**src/design/assert_macros.svh**
```systemverilog
// ---------------------------------------------------------------------------
// Assertion macros used by the frame receiver core.
// ---------------------------------------------------------------------------
`ifndef ASSERT_MACROS_SVH
`define ASSERT_MACROS_SVH

// Property checked on every clock edge outside reset.
`define CFMR_ASSERT(label, prop, msg) \
  label: assert property (@(posedge clk) disable iff (rst) (prop)) else $error(msg);

// Property checked on the edge that follows a reset cycle.
`define CFMR_ASSERT_AFTER_RESET(label, cond, msg) \
  label: assert property (@(posedge clk) rst |=> (cond)) else $error(msg);

`endif

```
**src/design/cfmr_pkg.sv**
```systemverilog
// ---------------------------------------------------------------------------
// cfmr_pkg
// Types, constants and the CRC-8 byte update shared by the frame receiver.
// ---------------------------------------------------------------------------
package cfmr_pkg;

  localparam int MAX_BYTES = 32;
  localparam int CNT_W     = $clog2(MAX_BYTES + 1);

  localparam logic [7:0] CRC_POLY   = 8'h8C;
  localparam logic [7:0] CMD_REPORT = 8'h45;  // ASCII 'E'

  localparam int CMD_IDX    = 1;
  localparam int DATA_FIRST = 2;
  localparam int DATA_LAST  = 5;
  localparam int LEN_CMD    = 2;
  localparam int LEN_SHORT  = 3;
  localparam int LEN_DATA   = 7;

  typedef enum logic [2:0] {
    ST_SHORT_OK = 3'd0,
    ST_DATA_OK  = 3'd1,
    ST_LEN_ERR  = 3'd2,
    ST_CRC_ERR  = 3'd3,
    ST_REPORT   = 3'd4
  } status_t;

  typedef struct packed {
    logic [7:0] rx_byte;
    logic       frame_end;
  } item_t;

  typedef struct packed {
    status_t            frame_status;
    logic [CNT_W-1:0]   frame_length;
    logic [7:0]         command_code;
    logic signed [31:0] data_value;
  } result_t;

  // Reflected CRC-8, one whole byte per call, least significant bit first.
  function automatic logic [7:0] crc8_update(input logic [7:0] crc, input logic [7:0] b);
    logic [7:0] c;
    c = crc;
    for (int k = 0; k < 8; k++) begin
      if (c[0] ^ b[k]) begin
        c = (c >> 1) ^ CRC_POLY;
      end else begin
        c = c >> 1;
      end
    end
    return c;
  endfunction

endpackage

```
**src/design/cfmr_in_stage.sv**
```systemverilog
// ---------------------------------------------------------------------------
// cfmr_in_stage
// Input register: holds one received byte until the frame logic takes it.
// ---------------------------------------------------------------------------
module cfmr_in_stage (
  input  logic           clk,
  input  logic           rst,
  input  logic           s_valid,
  output logic           s_ready,
  input  cfmr_pkg::item_t s_item,
  output logic           q_valid,
  output cfmr_pkg::item_t q_item,
  input  logic           q_take
);
  import cfmr_pkg::*;

  assign s_ready = !q_valid || q_take;

  always_ff @(posedge clk) begin
    if (rst) begin
      q_valid <= 1'b0;
    end else if (s_ready) begin
      q_valid <= s_valid;
    end
  end

  always_ff @(posedge clk) begin
    if (s_ready && s_valid) begin
      q_item <= s_item;
    end
  end

endmodule

```
**src/design/cfmr_frame_core.sv**
```systemverilog
// ---------------------------------------------------------------------------
// cfmr_frame_core
// Per-frame state: byte count, running CRC, command and data capture, and
// the frame verdict when the closing byte is taken.
// ---------------------------------------------------------------------------
module cfmr_frame_core (
  input  logic             clk,
  input  logic             rst,
  input  logic             item_valid,
  input  cfmr_pkg::item_t  item,
  output logic             item_take,
  input  logic             res_ready,
  output logic             res_valid,
  output cfmr_pkg::result_t res
);
  import cfmr_pkg::*;

  logic [CNT_W-1:0] byte_count, byte_count_next, len;
  logic [7:0]       crc_running, crc_running_next;
  logic [7:0]       crc_before_last, crc_before_last_next;
  logic [7:0]       last_stored_byte, last_stored_byte_next;
  logic [7:0]       pending_command, pending_command_next;
  logic [31:0]      pending_data, pending_data_next;
  logic [7:0]       held_command, held_command_next;
  logic [31:0]      held_data, held_data_next;
  logic             store, crc_ok;
  logic [1:0]       lane;
  status_t          status;

  // A closing byte needs room in the result register; other bytes never wait.
  assign item_take = item_valid && (!item.frame_end || res_ready);
  assign res_valid = item_take && item.frame_end;

  always_comb begin
    store = byte_count < CNT_W'(MAX_BYTES);
    lane  = 2'(byte_count - CNT_W'(DATA_FIRST));

    len                   = byte_count;
    crc_running_next      = crc_running;
    crc_before_last_next  = crc_before_last;
    last_stored_byte_next = last_stored_byte;
    pending_command_next  = pending_command;
    pending_data_next     = pending_data;
    if (store) begin
      len                   = byte_count + CNT_W'(1);
      crc_before_last_next  = crc_running;
      crc_running_next      = crc8_update(crc_running, item.rx_byte);
      last_stored_byte_next = item.rx_byte;
      if (byte_count == CNT_W'(CMD_IDX)) begin
        pending_command_next = item.rx_byte;
      end else if (byte_count >= CNT_W'(DATA_FIRST) && byte_count <= CNT_W'(DATA_LAST)) begin
        pending_data_next[8*lane +: 8] = item.rx_byte;
      end
    end

    crc_ok            = last_stored_byte_next == crc_before_last_next;
    held_command_next = held_command;
    held_data_next    = held_data;
    // On a two-byte frame the check byte is also byte one, so both sources agree.
    if (crc_ok && len >= CNT_W'(LEN_CMD)) begin
      held_command_next = pending_command_next;
    end
    if (crc_ok && len == CNT_W'(LEN_DATA)) begin
      held_data_next = pending_data_next;
    end

    if (!crc_ok) begin
      status = ST_CRC_ERR;
    end else if (held_command_next == CMD_REPORT) begin
      status = ST_REPORT;
    end else if (len == CNT_W'(LEN_SHORT)) begin
      status = ST_SHORT_OK;
    end else if (len == CNT_W'(LEN_DATA)) begin
      status = ST_DATA_OK;
    end else begin
      status = ST_LEN_ERR;
    end

    byte_count_next = len;
    if (item.frame_end) begin
      byte_count_next      = '0;
      crc_running_next     = '0;
      crc_before_last_next = '0;
    end

    res.frame_status = status;
    res.frame_length = len;
    res.command_code = held_command_next;
    res.data_value   = signed'(held_data_next);
  end

  always_ff @(posedge clk) begin
    if (rst) begin
      byte_count       <= '0;
      crc_running      <= '0;
      crc_before_last  <= '0;
      last_stored_byte <= '0;
      pending_command  <= '0;
      pending_data     <= '0;
      held_command     <= '0;
      held_data        <= '0;
    end else if (item_take) begin
      byte_count       <= byte_count_next;
      crc_running      <= crc_running_next;
      crc_before_last  <= crc_before_last_next;
      last_stored_byte <= last_stored_byte_next;
      pending_command  <= pending_command_next;
      pending_data     <= pending_data_next;
      if (item.frame_end) begin
        held_command <= held_command_next;
        held_data    <= held_data_next;
      end
    end
  end

`include "assert_macros.svh"

  `CFMR_ASSERT(a_count_bounded, byte_count <= CNT_W'(MAX_BYTES), "byte count beyond limit")
  `CFMR_ASSERT(a_frame_restart, res_valid |=> (byte_count == '0 && crc_running == '0), "frame state not cleared after frame end")
  `CFMR_ASSERT(a_crc_err_holds, (res_valid && res.frame_status == ST_CRC_ERR) |=> (held_command == $past(held_command) && held_data == $past(held_data)), "held values changed on CRC error")
  `CFMR_ASSERT_AFTER_RESET(a_reset_clear, byte_count == '0 && held_command == '0, "state not cleared by reset")

endmodule

```
**src/design/cfmr_out_stage.sv**
```systemverilog
// ---------------------------------------------------------------------------
// cfmr_out_stage
// Result register: holds one frame verdict until the downstream side takes it.
// ---------------------------------------------------------------------------
module cfmr_out_stage (
  input  logic              clk,
  input  logic              rst,
  input  logic              res_valid,
  output logic              res_ready,
  input  cfmr_pkg::result_t res,
  output logic              m_valid,
  input  logic              m_ready,
  output cfmr_pkg::result_t m_res
);
  import cfmr_pkg::*;

  assign res_ready = !m_valid || m_ready;

  always_ff @(posedge clk) begin
    if (rst) begin
      m_valid <= 1'b0;
    end else if (res_ready) begin
      m_valid <= res_valid;
    end
  end

  always_ff @(posedge clk) begin
    if (res_ready && res_valid) begin
      m_res <= res;
    end
  end

endmodule

```
**src/design/crc8_framed_message_receiver.sv**
```systemverilog
// ---------------------------------------------------------------------------
// crc8_framed_message_receiver
// Path: the closing byte of a frame passes the input register, its verdict
// the result register. Throughput: one byte per cycle while the result side
// keeps up; the CRC-8 byte update is one unrolled step.
// Reset: synchronous, clears the frame state, the held command and data and
// both stages; no clearing pass is needed.
// ---------------------------------------------------------------------------
module crc8_framed_message_receiver (
  input  logic        clk,
  input  logic        rst,
  input  logic        s_tvalid,
  output logic        s_tready,
  input  logic [7:0]  s_tdata,   // [7:0] rx_byte
  input  logic        s_tlast,   // frame_end
  output logic        m_tvalid,
  input  logic        m_tready,
  output logic [47:0] m_tdata,   // [5:0] frame_length, [13:6] command_code,
                                 // [45:14] data_value, [47:46] zero
  output logic [2:0]  m_tuser    // [2:0] frame_status
);
  import cfmr_pkg::*;

  item_t   s_item, q_item;
  logic    q_valid, q_take;
  logic    res_valid, res_ready;
  result_t res, m_res;

  assign s_item.rx_byte   = s_tdata;
  assign s_item.frame_end = s_tlast;

  cfmr_in_stage u_in (
    .clk     (clk),
    .rst     (rst),
    .s_valid (s_tvalid),
    .s_ready (s_tready),
    .s_item  (s_item),
    .q_valid (q_valid),
    .q_item  (q_item),
    .q_take  (q_take)
  );

  cfmr_frame_core u_core (
    .clk        (clk),
    .rst        (rst),
    .item_valid (q_valid),
    .item       (q_item),
    .item_take  (q_take),
    .res_ready  (res_ready),
    .res_valid  (res_valid),
    .res        (res)
  );

  cfmr_out_stage u_out (
    .clk       (clk),
    .rst       (rst),
    .res_valid (res_valid),
    .res_ready (res_ready),
    .res       (res),
    .m_valid   (m_tvalid),
    .m_ready   (m_tready),
    .m_res     (m_res)
  );

  assign m_tuser = m_res.frame_status;
  assign m_tdata = {2'b00, m_res.data_value, m_res.command_code, m_res.frame_length};

endmodule

```
**config.mk**
```make
export PLATFORM = sky130hd
export DESIGN_NAME = crc8_framed_message_receiver
export DESIGN_NICKNAME = d
export VERILOG_FILES = /design/src/design/cfmr_pkg.sv /design/src/design/cfmr_in_stage.sv /design/src/design/cfmr_frame_core.sv /design/src/design/cfmr_out_stage.sv /design/src/design/crc8_framed_message_receiver.sv
export VERILOG_INCLUDE_DIRS = /design/src /design/src/design
export SDC_FILE = /design/constraint.sdc
export NUM_CORES = 1
export LEC_CHECK = 0
export ABC_AREA = 1
export BUFFER_PORTS_ARGS = -buffer_cell sky130_fd_sc_hd__buf_4
export CORE_MARGIN = 10
export CORE_UTILIZATION = 40
export DETAILED_ROUTE_END_ITERATION = 10
export PLACE_DENSITY = 0.56
export RECOVER_POWER = 25
export SLEW_MARGIN = 15
export SYNTH_ARGS = -nofsm -noshare
export SYNTH_HDL_FRONTEND = slang
export SYNTH_SLANG_ARGS = --single-unit
```
**constraint.sdc**
```tcl
create_clock -name clk -period 2.6 [get_ports clk]
set_input_delay 0.39 -clock clk [delete_from_list [all_inputs] [get_ports clk]]
set_output_delay 0.39 -clock clk [all_outputs]
set_load 0.1 [all_outputs]
```
==> run metrics <==
initial core utilization 40.4%; Syn Area/Cell 7.18 um2; LEAKAGE 0.00473 uW; CTS Hold Buffers Added 0; Async S/R FF share, synth 0%; Unique masters post-synth 33; CTS buffer count 17; area of the mapped netlist 0.00843 mm2; CP Class flip-flop to flip-flop; area occupied by multi-input gates 0.00363 mm2; GRT Overall Usage 15.5%; DP HPWL 14.0 mm; top post-synthesis cells by area dfxtp_1 (27%), edfxtp_1 (21%), nand2_1 (18%); first-pass GRT wire length 33.7 mm; Via density 4.76; Die Width 165 um; number of core rows 53; Slew Viols, Final 0; Chip Height 165 um; Die Footprint 0.0273 mm2; sequential area share after synthesis 47.2%; Max clock buf depth 2; register area 0.00399 mm2; Hold Slack 0.149 ns; nets 1262; # fillers 2121; Clock Skew 0.00979 ns; DRT antenna net count 0; count leader, synth nand2_1; Power Density 626 mW/mm2; top cell type's share of synthesized area 26.6%; Min-Delay Path Class input pin to flip-flop; Max Cap Viol 0; largest net degree at the start of global routing 105; number of synthesized register bits 170; CP Launch Type flip-flop; status complete, no violations; placed inst area 0.00935 mm2; Worst setup EP type flip-flop; grt total ovfl 0; Pre-antenna DRT Iters 4; crit path DAT 2.79 ns; Ports 66; later-pin clock latency in the skew report 0.43 ns; Critical Path RT 2.98 ns; Via Count 7272; routability cong. 0.831; setup violators final 0; Clock transition at path regs 0.07 ns; design area 0.00997 mm2; Post-synth EDFFs 58; worst slew pin tran 1.12 ns; P&R area growth vs syn 18.2%; area leader, netlist dfxtp_1; drt wl/cell 13.7 um; initial detailed-routing violation count 408; share of cells above drive strength 1 12.3%; maximum clock rate 0.414 GHz; Sink Count 170; critical-path maximum fanout 32; synthesized instance count 1175; Hold Vio Cnt, Final 0; Peak VDD IR 0.446 mV; Core Box Area 0.0209 mm2; unrepaired setup endpoints after global routing true; PnR Total Power 6240 uW; synth cell count leaders nand2_1 (398), inv_1 (155), dfxtp_1 (112); Port Buffers 63; Util after Layout 47.7%; Final period util 92.8%; root buffer cell clkbuf_16; DRC Markers 0; post-layout min period 2.41 ns; Routed WL 20.9 mm; yosys warns 0; CTS tree done; number of H-tree levels 4; Top FF cell, synth dfxtp_1; Slew headroom 25.7%; initial antenna violation count 0; # diodes 0; vias in the first global route 6681
==> layer usage <==
layer / up-vias / part of all wire (%) / global-route usage (%)
li1: 3826 / - / -
met1: 3303 / 47 / 19.9
met2: 112 / 47 / 25.0
met3: 31 / 4.9 / 3.87
met4: 0 / 1.8 / 5.15
met5: - / 0 / 0
==> placed cells by master (no fill, tap or decap), types with 6 or more instances in the layout <==
cell type / netlist / layout
nand2_1: 398 / 395
xnor2_1: 13 / 13
o211ai_1: 6 / 6
nor3_1: 9 / 9
inv_1: 155 / 155
o21ai_0: 86 / 86
clkbuf_16: 0 / 17
ha_1: 9 / 9
nand3_1: 76 / 75
buf_4: 2 / 89
edfxtp_1: 58 / 58
a21oi_1: 50 / 49
nor2_1: 78 / 77
o21a_1: 32 / 32
clkbuf_4: 0 / 9
o21ai_1: 9 / 9
dfxtp_1: 112 / 111
==> final timing paths <==
kind	from	endpoint	slack [ns]	depth (start not counted)
setup / recovery	u_core.byte_count[0]$_SDFFE_PP0P_	u_core.held_data[16]$_SDFFE_PP0P_	0.19	15
hold / removal	s_tdata[1]	u_in.q_item[2]$_DFFE_PP_	0.15	1
setup reg to reg	u_core.byte_count[0]$_SDFFE_PP0P_	u_core.held_data[16]$_SDFFE_PP0P_	0.19	15
hold reg to reg	u_core.last_stored_byte[0]$_SDFFE_PP0P_	u_core.last_stored_byte[0]$_SDFFE_PP0P_	0.47	2
==> per-stage QoR <==
stage	setup TNS (ns)	instances	setup slack, ns
6_report	0	1528	0.187
5_1_grt	-0.648	1528	-0.0600
4_1_cts	0	1525	0.0608
3_5_place_dp	-0.00139	1493	-0.00139
3_3_place_gp	-0.0169	1493	-0.0169
2_1_floorplan	0	1176	0.0292
==> flip-flops by register name, indices dropped and copies added (netlist names) <==
signal / flops
u_core.crc_before_last: 8
u_core.last_stored_byte: 8
u_in.q_item: 9
u_in.q_valid: 1
u_core.pending_data: 32
u_core.crc_running: 8
u_core.pending_command: 8
u_core.held_data: 32
u_core.byte_count: 6
u_core.held_command: 8
u_out.m_valid: 1
u_out.m_res: 49
==> kinds of logic after synthesis <==
kind of cell / after synthesis / synth area share (%)
fa+ha+maj: 9 / 1.34
buf+inv: 221 / 10.1
simple gates: 569 / 27.0
flops: 170 / 47.2
other cells: 1 / 0.0445
xor+xnor: 17 / 1.77
compound gates: 188 / 12.4
==> area by class of cell <==
type	instances	share of cell area [%]
inverters	161	6.13
clock inverters	12	1.16
flip-flops and latches	170	40.0
repair buffers	104	8.45
clock buffers	20	4.38
multi-input cells	786	36.4
well taps	275	3.45
==> worst max-delay path, stage by stage (launching register included) <==
cell and delay (ns):
dfxtp_1 0.32, buf_4 0.15, ha_1 0.22, nand4_1 0.12
inv_1 0.05, nand2_1 0.05, nand2_1 0.09, nor2_2 0.22
nor4b_2 0.33, nand2_2 0.18, inv_2 0.11, buf_12 0.18
nand2_1 0.12, nand3_1 0.09, nand2_1 0.07, inv_1 0.05
==> report_power, final <==
group	internal [uW]	total [uW]	switching [uW]
Sequential	2880	2940	67.0
Clock	1330	2430	1100
Combinational	271	871	601
Total	4480	6240	1760
==> timing repair <==
action	4_1_cts	5_1_grt
gates cloned	0	1
buffers inserted	0	2
pin swaps	0	1
setup endpoints to repair	1	81
resized for setup	1	13
(Power assumes the default switching activity.)
